[src/sv/integer_to_ascii_radix_defines.svh]
// Assertion macros for the radix conversion block.
`ifndef INTEGER_TO_ASCII_RADIX_DEFINES_SVH
`define INTEGER_TO_ASCII_RADIX_DEFINES_SVH

`ifndef NO_ASSERTIONS

`define ITOA_ASSERT_IMPLY(label, clk, rst, lhs, rhs, msg) \
   label: assert property (@(posedge clk) disable iff (rst) (lhs) |-> (rhs)) \
      else $error(msg);

`define ITOA_ASSERT_NEXT(label, clk, rst, lhs, rhs, msg) \
   label: assert property (@(posedge clk) disable iff (rst) (lhs) |=> (rhs)) \
      else $error(msg);

`else

`define ITOA_ASSERT_IMPLY(label, clk, rst, lhs, rhs, msg)

`define ITOA_ASSERT_NEXT(label, clk, rst, lhs, rhs, msg)

`endif

`endif

[src/sv/itoa_pkg.sv]
package itoa_pkg;

   localparam int VALUE_W       = 32;
   localparam int RADIX_W       = 6;
   localparam int CHAR_W        = 7;
   localparam int MAX_DIGITS    = 32;
   localparam int ADDR_W        = $clog2(MAX_DIGITS);
   localparam int CNT_W         = $clog2(MAX_DIGITS + 1);
   localparam int BITS_PER_STEP = 8;
   localparam int STEP_COUNT    = VALUE_W / BITS_PER_STEP;
   localparam int STEP_W        = $clog2(STEP_COUNT);

   localparam int CSR_ADDR_W    = 1;
   localparam int CSR_DATA_W    = 6;

   localparam logic [CSR_ADDR_W-1:0] CSR_RADIX      = 1'd0;
   localparam logic [CSR_ADDR_W-1:0] CSR_MAX_DIGITS = 1'd1;

   localparam logic [RADIX_W-1:0] RADIX_RESET     = 6'd10;
   localparam logic [RADIX_W-1:0] RADIX_MIN       = 6'd2;
   localparam logic [RADIX_W-1:0] RADIX_MAX       = 6'd36;
   localparam logic [RADIX_W-1:0] RADIX_SIGN_MAX  = 6'd10;
   localparam logic [CNT_W-1:0]   LIMIT_RESET     = CNT_W'(MAX_DIGITS);
   localparam logic [CNT_W-1:0]   LIMIT_MIN       = CNT_W'(1);
   localparam logic [CNT_W-1:0]   LIMIT_MAX       = CNT_W'(MAX_DIGITS);

   localparam logic [CHAR_W-1:0]  ASCII_ZERO      = 7'h30;
   localparam logic [CHAR_W-1:0]  ASCII_A         = 7'h41;
   localparam logic [CHAR_W-1:0]  ASCII_MINUS     = 7'h2D;
   localparam logic [RADIX_W-1:0] DECIMAL_DIGITS  = 6'd10;

   typedef struct packed {
      logic load;
      logic step;
      logic pop;
      logic show_sign;
   } ctrl_cmd_type;

   typedef struct packed {
      logic conv_done;
      logic negative;
      logic last_digit;
   } dp_status_type;

   function automatic logic [CHAR_W-1:0] digit_char(input logic [RADIX_W-1:0] d);
      if (d < DECIMAL_DIGITS) begin
         return ASCII_ZERO + CHAR_W'(d);
      end
      return ASCII_A + CHAR_W'(d - DECIMAL_DIGITS);
   endfunction

endpackage

[src/sv/itoa_ctrl.sv]
module itoa_ctrl (
   input  logic                   clock,
   input  logic                   reset,
   input  logic                   start,
   output logic                   busy,
   input  itoa_pkg::dp_status_type status,
   output itoa_pkg::ctrl_cmd_type  cmd,
   output logic                   rsp_valid,
   output logic                   rsp_last
);
   import itoa_pkg::*;

   typedef enum logic [1:0] {
      ST_IDLE,
      ST_DIVIDE,
      ST_SIGN,
      ST_EMIT
   } state_type;

   state_type state_ff, state_in;
   logic      valid_ff, valid_in;
   logic      last_ff, last_in;
   logic      sign_ff, sign_in;

   always_comb begin
      state_in = state_ff;
      valid_in = 1'b0;
      last_in  = 1'b0;
      sign_in  = 1'b0;
      cmd      = '0;
      case (state_ff)
         ST_IDLE: begin
            if (start) begin
               cmd.load = 1'b1;
               state_in = ST_DIVIDE;
            end
         end
         ST_DIVIDE: begin
            cmd.step = 1'b1;
            if (status.conv_done) begin
               state_in = status.negative ? ST_SIGN : ST_EMIT;
            end
         end
         ST_SIGN: begin
            valid_in = 1'b1;
            sign_in  = 1'b1;
            state_in = ST_EMIT;
         end
         ST_EMIT: begin
            cmd.pop  = 1'b1;
            valid_in = 1'b1;
            last_in  = status.last_digit;
            if (status.last_digit) begin
               state_in = ST_IDLE;
            end
         end
         default: begin
            state_in = ST_IDLE;
         end
      endcase
      cmd.show_sign = sign_ff;
   end

   always_ff @(posedge clock) begin
      if (reset) begin
         state_ff <= ST_IDLE;
         valid_ff <= 1'b0;
         last_ff  <= 1'b0;
         sign_ff  <= 1'b0;
      end else begin
         state_ff <= state_in;
         valid_ff <= valid_in;
         last_ff  <= last_in;
         sign_ff  <= sign_in;
      end
   end

   assign busy      = (state_ff != ST_IDLE);
   assign rsp_valid = valid_ff;
   assign rsp_last  = last_ff;

endmodule

[src/sv/itoa_dpath.sv]
module itoa_dpath (
   input  logic                                clock,
   input  logic                                reset,
   input  itoa_pkg::ctrl_cmd_type              cmd,
   output itoa_pkg::dp_status_type             status,
   input  logic                                req_kind,
   input  logic [itoa_pkg::VALUE_W-1:0]        req_value,
   input  logic                                csr_write_enable,
   input  logic [itoa_pkg::CSR_ADDR_W-1:0]     csr_index,
   input  logic [itoa_pkg::CSR_DATA_W-1:0]     csr_write_data,
   output logic [itoa_pkg::CHAR_W-1:0]         rsp_char_code
);
   import itoa_pkg::*;

   logic [RADIX_W-1:0] radix_ff;
   logic [CNT_W-1:0]   max_digits_ff;

   logic [RADIX_W-1:0] base_ff, base_in;
   logic [CNT_W-1:0]   limit_ff, limit_in;
   logic               neg_ff, neg_in;
   logic [VALUE_W-1:0] mag_ff, mag_in;
   logic [RADIX_W-1:0] rem_ff, rem_in;
   logic [STEP_W-1:0]  step_ff;
   logic [CNT_W-1:0]   cnt_ff;
   logic [RADIX_W-1:0] rd_ff;

   logic [RADIX_W-1:0] digit_stack_ff [MAX_DIGITS];

   logic               step_last;
   logic [CNT_W-1:0]   cnt_inc;
   logic [CNT_W-1:0]   cnt_dec;

   // configuration registers
   always_ff @(posedge clock) begin
      if (reset) begin
         radix_ff      <= RADIX_RESET;
         max_digits_ff <= LIMIT_RESET;
      end else if (csr_write_enable) begin
         case (csr_index)
            CSR_RADIX:      radix_ff      <= csr_write_data[RADIX_W-1:0];
            CSR_MAX_DIGITS: max_digits_ff <= CNT_W'(csr_write_data);
            default: begin
            end
         endcase
      end
   end

   // clamp settings and decide whether the value is negative
   always_comb begin
      if (radix_ff < RADIX_MIN) begin
         base_in = RADIX_MIN;
      end else if (radix_ff > RADIX_MAX) begin
         base_in = RADIX_MAX;
      end else begin
         base_in = radix_ff;
      end
      if (max_digits_ff < LIMIT_MIN) begin
         limit_in = LIMIT_MIN;
      end else if (max_digits_ff > LIMIT_MAX) begin
         limit_in = LIMIT_MAX;
      end else begin
         limit_in = max_digits_ff;
      end
      neg_in = !req_kind && req_value[VALUE_W-1] && (base_in <= RADIX_SIGN_MAX);
   end

   // one slice of restoring division: BITS_PER_STEP quotient bits per cycle
   always_comb begin
      logic [RADIX_W:0]         r;
      logic [BITS_PER_STEP-1:0] qb;
      r  = {1'b0, rem_ff};
      qb = '0;
      for (int j = 0; j < BITS_PER_STEP; j++) begin
         r = {r[RADIX_W-1:0], mag_ff[VALUE_W-1-j]};
         if (r >= {1'b0, base_ff}) begin
            r = r - {1'b0, base_ff};
            qb[BITS_PER_STEP-1-j] = 1'b1;
         end
      end
      rem_in = r[RADIX_W-1:0];
      mag_in = {mag_ff[VALUE_W-BITS_PER_STEP-1:0], qb};
   end

   assign step_last = (step_ff == STEP_W'(STEP_COUNT - 1));
   assign cnt_inc   = cnt_ff + CNT_W'(1);
   assign cnt_dec   = cnt_ff - CNT_W'(1);

   always_ff @(posedge clock) begin
      if (reset) begin
         step_ff <= '0;
         cnt_ff  <= '0;
      end else if (cmd.load) begin
         step_ff <= '0;
         cnt_ff  <= '0;
      end else if (cmd.step) begin
         step_ff <= step_ff + STEP_W'(1);
         if (step_last) begin
            cnt_ff <= cnt_inc;
         end
      end else if (cmd.pop) begin
         cnt_ff <= cnt_dec;
      end
   end

   always_ff @(posedge clock) begin
      if (cmd.load) begin
         base_ff  <= base_in;
         limit_ff <= limit_in;
         neg_ff   <= neg_in;
         mag_ff   <= neg_in ? (VALUE_W'(0) - req_value) : req_value;
         rem_ff   <= '0;
      end else if (cmd.step) begin
         mag_ff <= mag_in;
         rem_ff <= step_last ? '0 : rem_in;
      end
   end

   // digit stack
   always_ff @(posedge clock) begin
      if (cmd.step && step_last) begin
         digit_stack_ff[cnt_ff[ADDR_W-1:0]] <= rem_in;
      end
      if (cmd.pop) begin
         rd_ff <= digit_stack_ff[cnt_dec[ADDR_W-1:0]];
      end
   end

   assign status.conv_done  = step_last && ((mag_in == '0) || (cnt_inc >= limit_ff));
   assign status.negative   = neg_ff;
   assign status.last_digit = (cnt_ff == CNT_W'(1));

   assign rsp_char_code = cmd.show_sign ? ASCII_MINUS : digit_char(rd_ff);

endmodule

[src/sv/integer_to_ascii_radix.sv]
// Channel     Handshake              Payload
// ----------  ---------------------  ---------------------------------------
// request     start, busy            req_kind, req_value
// response    rsp_valid (strobe)     rsp_char_code, rsp_last
// csr         csr_write_enable       csr_index, csr_write_data
//
// An item is taken when start is high and busy is low. Each digit is worked
// out in the shared 8-bit-per-cycle divider, then each character is read
// out of the digit stack: busy stays high until the last digit is popped,
// and the last character shows in the first idle cycle, when the next item
// may already be taken. Reset is synchronous and restores radix 10 and a
// 32-digit limit. Characters cannot be stalled.
`include "integer_to_ascii_radix_defines.svh"

module integer_to_ascii_radix (
   input  logic                             clock,
   input  logic                             reset,
   input  logic                             start,
   output logic                             busy,
   input  logic                             req_kind,
   input  logic [itoa_pkg::VALUE_W-1:0]     req_value,
   output logic                             rsp_valid,
   output logic [itoa_pkg::CHAR_W-1:0]      rsp_char_code,
   output logic                             rsp_last,
   input  logic                             csr_write_enable,
   input  logic [itoa_pkg::CSR_ADDR_W-1:0]  csr_index,
   input  logic [itoa_pkg::CSR_DATA_W-1:0]  csr_write_data
);
   import itoa_pkg::*;

   ctrl_cmd_type  cmd;
   dp_status_type status;

   itoa_ctrl u_ctrl (
      .clock     (clock),
      .reset     (reset),
      .start     (start),
      .busy      (busy),
      .status    (status),
      .cmd       (cmd),
      .rsp_valid (rsp_valid),
      .rsp_last  (rsp_last)
   );

   itoa_dpath u_dpath (
      .clock            (clock),
      .reset            (reset),
      .cmd              (cmd),
      .status           (status),
      .req_kind         (req_kind),
      .req_value        (req_value),
      .csr_write_enable (csr_write_enable),
      .csr_index        (csr_index),
      .csr_write_data   (csr_write_data),
      .rsp_char_code    (rsp_char_code)
   );

   `ITOA_ASSERT_IMPLY(a_last_ends_item, clock, reset, rsp_valid && rsp_last, !busy, "last character while still busy")
   `ITOA_ASSERT_IMPLY(a_result_from_work, clock, reset, rsp_valid, $past(busy), "character without conversion in progress")
   `ITOA_ASSERT_NEXT(a_start_takes, clock, reset, start && !busy, busy, "accepted item did not start conversion")
   `ITOA_ASSERT_NEXT(a_sign_then_digit, clock, reset, rsp_valid && cmd.show_sign, rsp_valid && !cmd.show_sign, "sign not followed by a digit")

endmodule
[config.mk]
export PLATFORM = sky130hd
export DESIGN_NAME = integer_to_ascii_radix
export DESIGN_NICKNAME = d
export VERILOG_FILES = /design/src/sv/itoa_pkg.sv /design/src/sv/itoa_ctrl.sv /design/src/sv/itoa_dpath.sv /design/src/sv/integer_to_ascii_radix.sv
export VERILOG_INCLUDE_DIRS = /design/src /design/src/sv
export SDC_FILE = /design/constraint.sdc
export NUM_CORES = 1
export LEC_CHECK = 0
export ABC_AREA = 1
export BUFFER_PORTS_ARGS = -buffer_cell sky130_fd_sc_hd__buf_2
export CAP_MARGIN = 10
export CORE_ASPECT_RATIO = 2
export CORE_MARGIN = 2
export CORE_UTILIZATION = 50
export CTS_CLUSTER_SIZE = 24
export DETAILED_ROUTE_END_ITERATION = 8
export HOLD_SLACK_MARGIN = 0.12
export PLACE_DENSITY_LB_ADDON = 0.05
export SLEW_MARGIN = 25
export SYNTH_ARGS = -nofsm -noshare
export SYNTH_HDL_FRONTEND = slang
export SYNTH_HIERARCHICAL = 1
export SYNTH_SLANG_ARGS = --single-unit
[constraint.sdc]
create_clock -name clock -period 13.8 [get_ports clock]
set_clock_uncertainty 0.15 [all_clocks]
set_input_delay 2.76 -clock clock [delete_from_list [all_inputs] [get_ports clock]]
set_output_delay 2.76 -clock clock [all_outputs]
set_load 0.01 [all_outputs]
### Word level (Yosys, flattened, before mapping)

Memory sizes are Yosys's and may differ from the RTL's. A register that Yosys moved wholly into a read port is not among the register bits.
Cells that the tools add are included.

| storage, ports and cells | value |
|---|---|
| flip-flop bits (word level) | 76 |
| output and inout port bits | 10 |
| RAM bits | 192 |
| memories | 1 |

Memories:

| memory | depth | width | rd ports | clocked after Yosys merged registers in | wr ports | line | source |
|---|---|---|---|---|---|---|---|
| u_dpath.digit_stack_ff | 32 | 6 | 1 | 1 | 1 | itoa_dpath.sv:27 | `logic [RADIX_W-1:0] digit_stack_ff [MAX_DIGITS];` |

| operators by class | value |
|---|---|
| eq/ne operators | 9 |
| bitwise logic cells | 2 |
| reductions and logical operators | 19 |
| $add $sub $neg | 15 |
| muxes and demuxes | 43 |
| magnitude comparators | 15 |

Operators with widths:

| cell | number |
|---|---|
| $mux W32 | 3 |
| $mux W6 | 15 |
| $ge A7 B6 Y1 | 8 |
| $sub A6 B6 Y6 | 8 |
| $logic_not A32 Y1 | 1 |
| $sub A1 B32 Y32 const A | 1 |
| $mux W7 | 3 |
| $mux W1 | 18 |
| $gt A6 B6 Y1 const B | 2 |
| $pmux W2 S4 | 1 |
| $reduce_or A2 Y1 | 4 |
| $add A6 B6 Y7 const A | 1 |
| $add A7 B7 Y7 const A | 1 |
| $sub A6 B4 Y7 const B | 1 |
| $add A6 B1 Y6 const B | 1 |
| $eq A2 B2 Y1 const B | 3 |
| $eq A6 B1 Y1 const B | 1 |
| $ge A6 B6 Y1 | 1 |
| $le A6 B4 Y1 const B | 1 |
| $lt A6 B1 Y1 const B | 1 |
| $lt A6 B2 Y1 const B | 1 |
| $lt A6 B4 Y1 const B | 1 |
| $mux W2 | 3 |
| $ne A2 B2 Y1 const B | 3 |
| other kinds (12) | 20 |

### Depth between registers and ports, before layout

Gate-level depths: netlist (run 1).

| depth | value |
|---|---|
| word-level depth | 21 |
| mapped depth | 91 |
| gate-level depth less buffers | 88 |

### Modules after synthesis

The synthesis (run 1) kept the hierarchy.

By module, submodules not included:

| module | area an instance (um^2) | cells an instance | sequential area each (um^2) | instances |
|---|---|---|---|---|
| itoa_dpath | 14,800.4 | 1,527 | 7,817.5 | 1 |
| itoa_ctrl | 312.8 | 42 | 100.1 | 1 |

### Worst setup path after synthesis (run 1)

OpenSTA, ideal clock, no wires.

| path | value |
|---|---|
| kind | register -> register |
| start | register u_dpath.base_ff[1] |
| end | memory u_dpath.digit_stack_ff[0][1], data pin |
| path buffers | 4 |
| arrival time | 12.318 ns |
| data required time | 13.366 ns |
| stages on the path, launching flop included | 83 |
| period minus slack after synthesis | 12.752 ns |
| slack | 1.048 ns |
| cells stage by stage | edfxtp_1 -> inv_1 -> ha_1 -> nand2_1 -> inv_2 -> nand2_1 -> nor2_2 -> nor2_4 -> nand2_4 -> inv_2 -> or2_2 -> o21ai_2 -> ha_1 -> nand3_1 -> nand2_1 -> nand2_1 -> nand2_1 -> a21oi_2 -> (+47 left out) -> inv_1 -> o21bai_1 -> a21oi_1 -> o31ai_1 -> a221oi_1 -> nand3_2 -> buf_6 -> o21ai_2 -> inv_1 -> ha_1 -> a21oi_1 -> o21ai_0 -> a21oi_1 -> o21bai_1 -> a21oi_1 -> nand3_2 -> nand2_1 -> and2_1 |

| on the way | value |
|---|---|
| cells in the longest elaborated chain, start to end | 16 |

RTL lines:

| item | line | source |
|---|---|---|
| start: declaration | itoa_dpath.sv:18 | `logic [RADIX_W-1:0] base_ff, base_in;` |
| start signal: assignment | itoa_dpath.sv:107 | `base_ff <= base_in;` |
| $sub A6 B6 Y6 or $ge A7 B6 Y1 (tied branches) | itoa_dpath.sv:76, itoa_dpath.sv:75 |  |
| $mux W6 | itoa_dpath.sv:75 | `if (r >= {1'b0, base_ff}) begin` |
| $sub A6 B6 Y6 or $ge A7 B6 Y1 (tied branches) | itoa_dpath.sv:76, itoa_dpath.sv:75 |  |
| $mux W6 | itoa_dpath.sv:75 |  |
| $sub A6 B6 Y6 or $ge A7 B6 Y1 (tied branches) | itoa_dpath.sv:76, itoa_dpath.sv:75 |  |
| $mux W6 | itoa_dpath.sv:75 |  |
| $sub A6 B6 Y6 or $ge A7 B6 Y1 (tied branches) | itoa_dpath.sv:76, itoa_dpath.sv:75 |  |
| $mux W6 | itoa_dpath.sv:75 |  |
| $sub A6 B6 Y6 or $ge A7 B6 Y1 (tied branches) | itoa_dpath.sv:76, itoa_dpath.sv:75 |  |
| $mux W6 | itoa_dpath.sv:75 |  |
| $ge A7 B6 Y1 or $sub A6 B6 Y6 (tied branches) | itoa_dpath.sv:75, itoa_dpath.sv:76 |  |
| $mux W6 | itoa_dpath.sv:75 |  |
| $ge A7 B6 Y1 or $sub A6 B6 Y6 (tied branches) | itoa_dpath.sv:75, itoa_dpath.sv:76 |  |
| $mux W6 | itoa_dpath.sv:75 |  |
| $sub A6 B6 Y6 or $ge A7 B6 Y1 (tied branches) | itoa_dpath.sv:76, itoa_dpath.sv:75 |  |
| $mux W6 (*) | itoa_dpath.sv:75 |  |
| via u_dpath.rem_in[1] | itoa_dpath.sv:22 | `logic [RADIX_W-1:0] rem_ff, rem_in;` |
| end: declaration | itoa_dpath.sv:27 |  |

Mark *: on every way through the listed nets, which the timed path passes. The rest lies on a longest branch.

==> flow_summary.toml, run 1 <==
[synth]
synth-seq-cells = 274
ys.flop_type = "sky130_fd_sc_hd__edfxtp_1"
number_of_enable_flip_flop_cells_after_synthesis = 243
synth_area_sq_mm = 0.0151
synth_cells = 1569
synthesis.nets = 1689
synth_warnings = 6
sequential_area_share_after_synthesis = 0.524
synth-async-reset-ratio = 0
synth.distinct_cells = 47
mean_instance_size_in_the_synthesized_netlist_sq_um = 9.63

[grt]
grt.met1_usage = 0.335
gr-max-usage-layer = "met2"
grt_first_pass_wirelength_um = 60100
grtUsageMet2 = 0.404
grt_pass1_vias = 11100
grt_overflow = 0
met3_usage = 0.0217
grt_usage = 0.239
grt_start_max_net_pins = 91
initial_antenna_violation_count = 0

[cells_and_area]
final_instance_area_sq_mm = 0.0168
insertedDiodeCount = 0
postLayoutCoreUtil = 0.560
final_layout_size_suffix_gt1_frac = 0.129
mostFrequentLayoutCell = "sky130_fd_sc_hd__nand2_1"
most-common-layout-cells = "sky130_fd_sc_hd__nand2_1 (259), sky130_fd_sc_hd__edfxtp_1 (243), sky130_fd_sc_hd__nor2_1 (213), sky130_fd_sc_hd__inv_1 (150), sky130_fd_sc_hd__o21ai_0 (113)"
layout.nets = 1742
area_delta_synth_final_pct = 11.1

[floorplanning]
core_area_sq_mm = 0.0300
height_of_the_die_um = 250
core_rows = 90
floorplan.die.width_um = 127
boundaryPins = 54
design.die.area_sq_mm = 0.0317
initial_core_util = 0.505

[timing]
worst_slew_margin_rel = 0.404
report.final.hold_viol_count = 0
drv_slew = 0
whs_ns = 0.334
final_period_util = 0.919
setup_viol = 0
period_needed_ns = 12.69
max_freq_mhz = 78.8
setup_tns_ns = 0
worst_slew_pin_tran_ns = 0.894

[setup_path]
timing.critical_path.max_delay_family = "compound AO/OA/AOI/OAI gates"
capturing_point_of_the_worst_reg2reg_path = "u_ctrl/state_ff[1]"
path_max_fanout = 9
rrSetupSlack_ns = 1.11
crit_required_ns = 14.12
worstRegToRegCells = 85
criticalPathCategory = "reg -> reg"
timing.critical_path.buf_inv = 11
rr_startpoint = "u_dpath/base_ff[4]"
worst_setup_path_start_kind = "flop"
worst_setup_path_end_kind = "flop"
crit_path_top_delay_cell = "sky130_fd_sc_hd__ha_1"
cp_peak_stage_delay_ns = 0.38
critPathMostFrequentCell = "sky130_fd_sc_hd__nand2_1"
crit_arrival_ns = 13.01

[clock_network]
clock_latency_ns = 0.55
tritoncts = "done"
clock_root_cell = "sky130_fd_sc_hd__clkbuf_16"
cts_hold_buf = 0
clkTransAtPathRegs_ns = 0.07
h-tree-depth = 1
clock_path_buffers = 3
clock_sink_count = 274
number_of_buffers_inserted_during_clock_tree_synthesis = 25

[worst_hold_path]
worst_hold_path.endpoint = "u_dpath/step_ff[1]"
worst_hold_path_type = "reg -> reg"
min-delay-start = "u_dpath/step_ff[1]"
worst_hold_stages = 2

[drt]
drt_iter0_drc = 808
antenna_left = 0
per_cell_routed_wire_length_um = 18.9
dr.pass1.iters = 5
routed_via_density = 5.61
drc = 0
vias = 11300
wl_um = 38000

[run_status]
outcome = "finished, final reports clean"

[placement]
postPlaceCellArea_sq_mm = 0.0157
gp_congestion = 0.897
port-buffer-count = 53
dp.final_hpwl_um = 25700

[flow_run]
max_cap_violations = 0
## logic make-up (layout without fill, tap and decap cells)
| family | count (synthesis) | in the layout | share of synthesized area |
|---|---|---|---|
| AND/OR/NAND/NOR | 614 | 614 | 0.179 |
| AO/OA/AOI/OAI | 301 | 301 | 0.123 |
| flip-flops | 274 | 274 | 0.524 |
| buffers and inverters | 220 | 292 | 0.0569 |
| adder cells (fa/ha/maj) | 76 | 76 | 0.0669 |
| XOR/XNOR | 65 | 65 | 0.0377 |
| multiplexers | 19 | 19 | 0.0126 |
## synthesized netlist by cell type (3+ instances only)
cell type,n,area share
sky130_fd_sc_hd__nand3_1,53,0.018
sky130_fd_sc_hd__dfxtp_1,31,0.041
sky130_fd_sc_hd__o21ai_2,9,0.0052
sky130_fd_sc_hd__buf_6,3,0.0022
sky130_fd_sc_hd__clkbuf_1,49,0.012
sky130_fd_sc_hd__nand2_2,11,0.0046
sky130_fd_sc_hd__ha_1,68,0.056
sky130_fd_sc_hd__o21ai_1,7,0.0023
sky130_fd_sc_hd__nor3_1,17,0.0056
sky130_fd_sc_hd__o221ai_1,19,0.011
sky130_fd_sc_hd__nand4_1,7,0.0029
sky130_fd_sc_hd__edfxtp_1,243,0.48
sky130_fd_sc_hd__nand2_1,259,0.064
sky130_fd_sc_hd__buf_4,3,0.0015
sky130_fd_sc_hd__o21a_1,6,0.0030
sky130_fd_sc_hd__o22ai_1,3,0.0012
sky130_fd_sc_hd__xor2_1,34,0.020
sky130_fd_sc_hd__or2_2,4,0.0017
sky130_fd_sc_hd__fa_1,8,0.011
sky130_fd_sc_hd__inv_1,151,0.038
sky130_fd_sc_hd__nand2_4,6,0.0045
sky130_fd_sc_hd__nor2_4,7,0.0052
sky130_fd_sc_hd__nor2_1,215,0.053
sky130_fd_sc_hd__xnor2_1,31,0.018
sky130_fd_sc_hd__o21ai_0,117,0.039
sky130_fd_sc_hd__a31oi_1,14,0.0058
sky130_fd_sc_hd__nor2_2,7,0.0029
sky130_fd_sc_hd__nand3_2,8,0.0053
sky130_fd_sc_hd__buf_1,4,0.00099
sky130_fd_sc_hd__nand3_4,4,0.0046
sky130_fd_sc_hd__o31ai_1,3,0.0015
sky130_fd_sc_hd__and2_1,5,0.0021
sky130_fd_sc_hd__o32ai_1,29,0.017
sky130_fd_sc_hd__inv_2,9,0.0022
sky130_fd_sc_hd__mux2i_1,19,0.013
sky130_fd_sc_hd__nor4_1,10,0.0041
sky130_fd_sc_hd__a21oi_1,60,0.020
sky130_fd_sc_hd__o211ai_1,22,0.011
## worst register-to-register path, delay by kind of cell (launching register included)
family,cells,cell delay (ns)
AO/OA/AOI/OAI,29,4.55
adder cells (fa/ha/maj),8,2.57
buffers and inverters,11,0.95
flip-flops,1,0.33
AND/OR/NAND/NOR,37,4.05
## registers in the layout (all words and copies together) (netlist names), 6 cells and up
signal,count
u_dpath/limit_ff,6
u_dpath/base_ff,6
u_dpath/digit_stack_ff,192
u_dpath/cnt_ff,6
u_dpath/radix_ff,6
u_dpath/mag_ff,32
u_dpath/rem_ff,6
u_dpath/rd_ff,6
u_dpath/max_digits_ff,6
## final cells by class
type	count	area, sq um
fillers	2621	13200
flip-flops and latches	274	7920
clock buffers	34	689
inverters	161	604
multi-input cells	1075	6420
clock inverters	12	163
well taps	368	460
repair buffers	85	522
## metrics by stage
step                      setup slack, ns  cells
final                                1.11   2009
after global routing              -0.0531   2009
after CTS                           0.318   1996
after detailed placement          -0.0454   1950
after global placement              0.558   1950
after floorplan                      1.05   1569
## worst max path at each step
| stage | startpoint | cells after the start | slack [ns] | end |
|---|---|---|---|---|
| detailed placement | u_dpath/base_ff[4] | 77 | -0.05 | u_dpath/digit_stack_ff[30][1] |
| global placement | u_dpath/base_ff[4] | 77 | 0.56 | u_dpath/digit_stack_ff[28][3] |
| finish | u_dpath/base_ff[4] | 85 | 1.11 | u_ctrl/state_ff[1] |
| floorplan | u_dpath/base_ff[1] | 82 | 1.05 | u_dpath/digit_stack_ff[0][1] |
| CTS | u_dpath/base_ff[4] | 77 | 0.32 | u_dpath/digit_stack_ff[4][1] |
| global route | u_dpath/base_ff[3] | 84 | -0.05 | u_ctrl/state_ff[1] |
## what timing repair did
item                                    CTS  global route
buffers inserted                          0            13
gates resized for setup                   4            24
endpoints found under the setup margin  128           201
pin swaps                                 0             9
## per-layer routing
layer | vias up | part of all wire
li1 | 5540 | -
met1 | 5423 | 0.45
met2 | 270 | 0.50
met3 | 43 | 0.041
met4 | 0 | 0.016
met5 | - | 0
Power of run 1 is not shown: default switching activity piles up to over one toggle a cycle in this logic, so the estimate is an artifact.
==> run 2, diff against run 1 <==
clock period = 13.3 ns   (was 13.8 ns; I/O delays follow)
==> flow_summary.toml, run 2 (synthesized netlist as in run 1, its figures left out) <==
[drt]
per_cell_routed_wire_length_um = 18.3
vias = 11300
wl_um = 36800
routed_via_density = 5.63
met3WireLength_um = 1690
dr.pass1.iters = 5
highest-signal-layer = "met4"
met2RoutedLength_um = 17700
drt_iter0_drc = 810
met1_length_um = 16200
antenna_left = 0
drc = 0

[grt]
grt_overflow = 0
grt_pass1_vias = 11000
grt_first_pass_wirelength_um = 58500
initial_antenna_violation_count = 0
grt_usage = 0.233
grt_start_max_net_pins = 102

[cells_and_area]
mostFrequentLayoutCell = "sky130_fd_sc_hd__nand2_1"
ff_latch_area_sq_mm = 0.00792
final_instance_area_sq_mm = 0.0168
fillerInstances = 2629
most-common-layout-cells = "sky130_fd_sc_hd__nand2_1 (259), sky130_fd_sc_hd__edfxtp_1 (243), sky130_fd_sc_hd__nor2_1 (214), sky130_fd_sc_hd__inv_1 (150), sky130_fd_sc_hd__o21ai_0 (112)"
area_occupied_by_multi_input_gates_sq_mm = 0.00644
area_delta_synth_final_pct = 11.1
layout.nets = 1748
final_layout_size_suffix_gt1_frac = 0.133
insertedDiodeCount = 0
max_reg_flops = 192

[floorplanning]
initial_core_util = 0.505
core_area_sq_mm = 0.0300
core_rows = 90
design.die.area_sq_mm = 0.0317
height_of_the_die_um = 250
boundaryPins = 54
floorplan.die.width_um = 127

[clock_network]
clkTransAtPathRegs_ns = 0.06
clock_latency_ns = 0.55
h-tree-depth = 1
clock_sink_count = 274
tritoncts = "done"
number_of_buffers_inserted_during_clock_tree_synthesis = 25
clock_path_buffers = 3
clock_root_cell = "sky130_fd_sc_hd__clkbuf_16"

[placement]
dp_slack_ns = -0.0155
gp_congestion = 0.853
postPlaceCellArea_sq_mm = 0.0158
dp.final_hpwl_um = 25000
port-buffer-count = 53

[flow_run]
max_cap_violations = 0

[setup_path]
worst_setup_path_start_kind = "flop"
worst_setup_path_end_kind = "flop"
timing.critical_path.depth = 83
timing.critical_path.max_delay_family = "simple AND/OR/NAND/NOR gates"
timing.critical_path.buf_inv = 14
crit_required_ns = 13.47
worstRegToRegCells = 83
crit_arrival_ns = 12.53
path_max_fanout = 33
cp_peak_stage_delay_ns = 0.39
criticalPathCategory = "reg -> reg"
crit_path_top_delay_cell = "sky130_fd_sc_hd__o31ai_1"
critPathMostFrequentCell = "sky130_fd_sc_hd__nand2_1"

[timing]
report.final.hold_viol_count = 0
period_needed_ns = 12.37
max_freq_mhz = 80.9
worst_slew_pin_tran_ns = 0.914
drv_slew = 0
final_period_util = 0.930
worst_slew_margin_rel = 0.387
worst_slack_ns = 0.935
whs_ns = 0.328
setup_viol = 0

[worst_hold_path]
worst_hold_path_type = "reg -> reg"
worst_hold_stages = 2

[run_status]
outcome = "finished, final reports clean"
run 2: cell types whose count changed in the layout (fill, tap and decap cells not counted), moves of 3 or more:
cell / delta
sky130_fd_sc_hd__buf_4: +6
sky130_fd_sc_hd__a21oi_1: -3
sky130_fd_sc_hd__a21oi_2: +3
sky130_fd_sc_hd__bufinv_16: -3
sky130_fd_sc_hd__clkinv_1: +3
run 2: timing repair:
item / in CTS / in global routing
pin swaps: 0 / 11
hold buffers: 0 / 0
setup buffers: 0 / 9
endpoints found under the setup margin: 128 / 201
gates resized for setup: 4 / 29
run 2: area by class of cell:
| type | count | area share |
|---|---|---|
| Clock buffer | 33 | 0.0421 |
| Timing Repair Buffer | 91 | 0.0332 |
| Multi-Input combinational cell | 1075 | 0.384 |
| Sequential cell | 274 | 0.472 |
| Clock inverter | 13 | 0.00552 |
| Inverter | 161 | 0.0360 |
| Tap cell | 368 | 0.0274 |
run 2: layer usage:
layer	up-vias	global-route usage
li1	5551	-
met4	0	0.0754
met2	305	0.387
met5	-	0
met1	5417	0.321
met3	75	0.0244
run 2: worst min-delay path, cell delays in order, from the launching register on:
cell and delay, ns:
sky130_fd_sc_hd__dfxtp_1 0.31, sky130_fd_sc_hd__inv_1 0.06, sky130_fd_sc_hd__a21oi_1 0.06
run 2: per-stage QoR:
step	utilization	TNS, ns	cells
floorplan	-	0	1569
global placement	0.528	0	1960
detailed placement	0.528	-0.694	1960
CTS	0.555	0	2006
global route	0.560	-3.35	2015
finish	0.560	0	2015
run 2: worst paths after layout:
| check | startpoint | endpoint | slack [ns] |
|---|---|---|---|
| max | u_dpath/base_ff[3] | u_dpath/digit_stack_ff[30][4] | 0.93 |
| min | u_dpath/max_digits_ff[0] | u_dpath/max_digits_ff[0] | 0.33 |
| max reg2reg | u_dpath/base_ff[3] | u_dpath/digit_stack_ff[30][4] | 0.93 |
| min reg2reg | u_dpath/max_digits_ff[0] | u_dpath/max_digits_ff[0] | 0.33 |
Power of run 2 is left out for the same reason.
==> run 3, diff against run 2 <==
MAX_ROUTING_LAYER = met4   (was default)
==> flow_summary.toml, run 3 (synthesized netlist as in run 1, its figures left out) <==
[clock_network]
clock_path_buffers = 3
number_of_buffers_inserted_during_clock_tree_synthesis = 26
clock_root_cell = "sky130_fd_sc_hd__clkbuf_16"
h-tree-depth = 1
clock_latency_ns = 0.55
clkTransAtPathRegs_ns = 0.08
clock_sink_count = 274
tritoncts = "done"

[setup_path]
criticalPathCategory = "reg -> reg"
crit_required_ns = 13.46
timing.critical_path.buf_inv = 13
worstRegToRegCells = 82
crit_arrival_ns = 12.54
capturing_point_of_the_worst_reg2reg_path = "u_dpath/digit_stack_ff[9][4]"
timing.critical_path.max_delay_family = "compound AO/OA/AOI/OAI gates"
worst_setup_path_end_kind = "flop"
critPathMostFrequentCell = "sky130_fd_sc_hd__nand2_1"
cp_peak_stage_delay_ns = 0.37
crit_path_top_delay_cell = "sky130_fd_sc_hd__o31ai_1"
rrSetupSlack_ns = 0.92
worst_setup_path_start_kind = "flop"
rr_startpoint = "u_dpath/base_ff[4]"
path_max_fanout = 33

[cells_and_area]
layout.nets = 1750
max_reg_flops = 192
insertedDiodeCount = 0
final_layout_size_suffix_gt1_frac = 0.140
postLayoutCoreUtil = 0.567
mostFrequentLayoutCell = "sky130_fd_sc_hd__nand2_1"
area_delta_synth_final_pct = 12.3
fillerInstances = 2642
most-common-layout-cells = "sky130_fd_sc_hd__nand2_1 (257), sky130_fd_sc_hd__edfxtp_1 (243), sky130_fd_sc_hd__nor2_1 (213), sky130_fd_sc_hd__inv_1 (150), sky130_fd_sc_hd__o21ai_0 (112)"

[run_status]
outcome = "finished, final reports clean"

[drt]
routed_via_density = 5.63
drc = 0
antenna_left = 0
drt_iter0_drc = 806
dr.pass1.iters = 5
wl_um = 37400
vias = 11400
per_cell_routed_wire_length_um = 18.5

[floorplanning]
core_rows = 90
core_area_sq_mm = 0.0300
floorplan.die.width_um = 127
design.die.area_sq_mm = 0.0317
height_of_the_die_um = 250
boundaryPins = 54
initial_core_util = 0.505

[grt]
grt_first_pass_wirelength_um = 59100
grt_overflow = 0
grt_usage = 0.242
grt_start_max_net_pins = 77
initial_antenna_violation_count = 0
grt_pass1_vias = 11100

[placement]
dp.final_hpwl_um = 25900
gp_congestion = 0.865
port-buffer-count = 53

[worst_hold_path]
min-delay-start = "u_dpath/max_digits_ff[2]"
worst_hold_path_type = "reg -> reg"
worst_hold_path.endpoint = "u_dpath/max_digits_ff[2]"
worst_hold_stages = 2

[timing]
period_needed_ns = 12.38
setup_viol = 0
report.final.hold_viol_count = 0
setup_tns_ns = 0
drv_slew = 0
final_period_util = 0.931
worst_slew_margin_rel = 0.378
worst_slew_pin_tran_ns = 0.927
max_freq_mhz = 80.8

[flow_run]
max_cap_violations = 0
==> run 3: cell types whose count changed in the layout (fill, tap and decap cells not counted), sizes merged <==
| cell | change |
|---|---|
| clkbuf | -5 |
| clkinvlp | -1 |
| inv | -1 |
| clkinv | +3 |
| bufinv | +6 |
| buf | +1 |
==> run 3: worst max path at each step <==
stage / from / endpoint / slack [ns] / cells past startpoint
after floorplan: u_dpath/base_ff[1] / u_dpath/digit_stack_ff[0][1] / 0.55 / 82
after global placement: u_dpath/base_ff[5] / u_dpath/digit_stack_ff[26][2] / 0.47 / 77
after detailed placement: u_dpath/base_ff[4] / u_dpath/digit_stack_ff[9][3] / -0.23 / 79
after CTS: u_dpath/base_ff[4] / u_dpath/digit_stack_ff[8][2] / 0.14 / 79
after global routing: u_dpath/base_ff[5] / u_ctrl/state_ff[1] / -0.05 / 88
final: u_dpath/base_ff[4] / u_dpath/digit_stack_ff[9][4] / 0.92 / 82
==> run 3: repair_timing <==
item | CTS | global route
pin swaps | 0 | 10
resized for setup | 4 | 36
setup buffers | 0 | 8
hold buffers | 0 | 0
hold endpoints to repair | 0 | 0
setup endpoints to repair | 128 | 201
==> run 3: per-layer routing <==
metal  vias to the layer above  share of wire  track usage
li1                       5569              -            -
met1                      5464           0.44        0.324
met2                       277           0.49        0.392
met3                        61          0.048       0.0259
met4                         0          0.028       0.0725
met5                         -              0            -
==> run 3: tightest hold or removal path: cells and delay by family (launching register included) <==
kind | cells | cell delay [ns]
DFF | 1 | 0.31
AOI/OAI and AO/OA | 1 | 0.05
buffers and inverters | 1 | 0.06
==> run 3: cell type report <==
class                      count  area [sq um]  share of cell area
clock inverter                20           284              0.0167
clock buffer                  28           658              0.0388
tap                          368           460              0.0271
multi-input combinational   1075          6480               0.382
sequential                   274          7920               0.467
inverter                     161           604              0.0356
timing repair buffer          92           566              0.0333
==> run 3: metrics by stage <==
stage / instance area, sq um / cells / hold slack [ns] / setup slack, ns
after floorplan: 15100 / 1569 / 0.294 / 0.548
after global placement: 15800 / 1962 / 0.302 / 0.468
after detailed placement: 15800 / 1962 / 0.320 / -0.231
after CTS: 16800 / 2010 / 0.330 / 0.143
after global routing: 17000 / 2018 / 0.356 / -0.0510
final: 17000 / 2018 / 0.325 / 0.922
Power of run 3 is left out for the same reason.
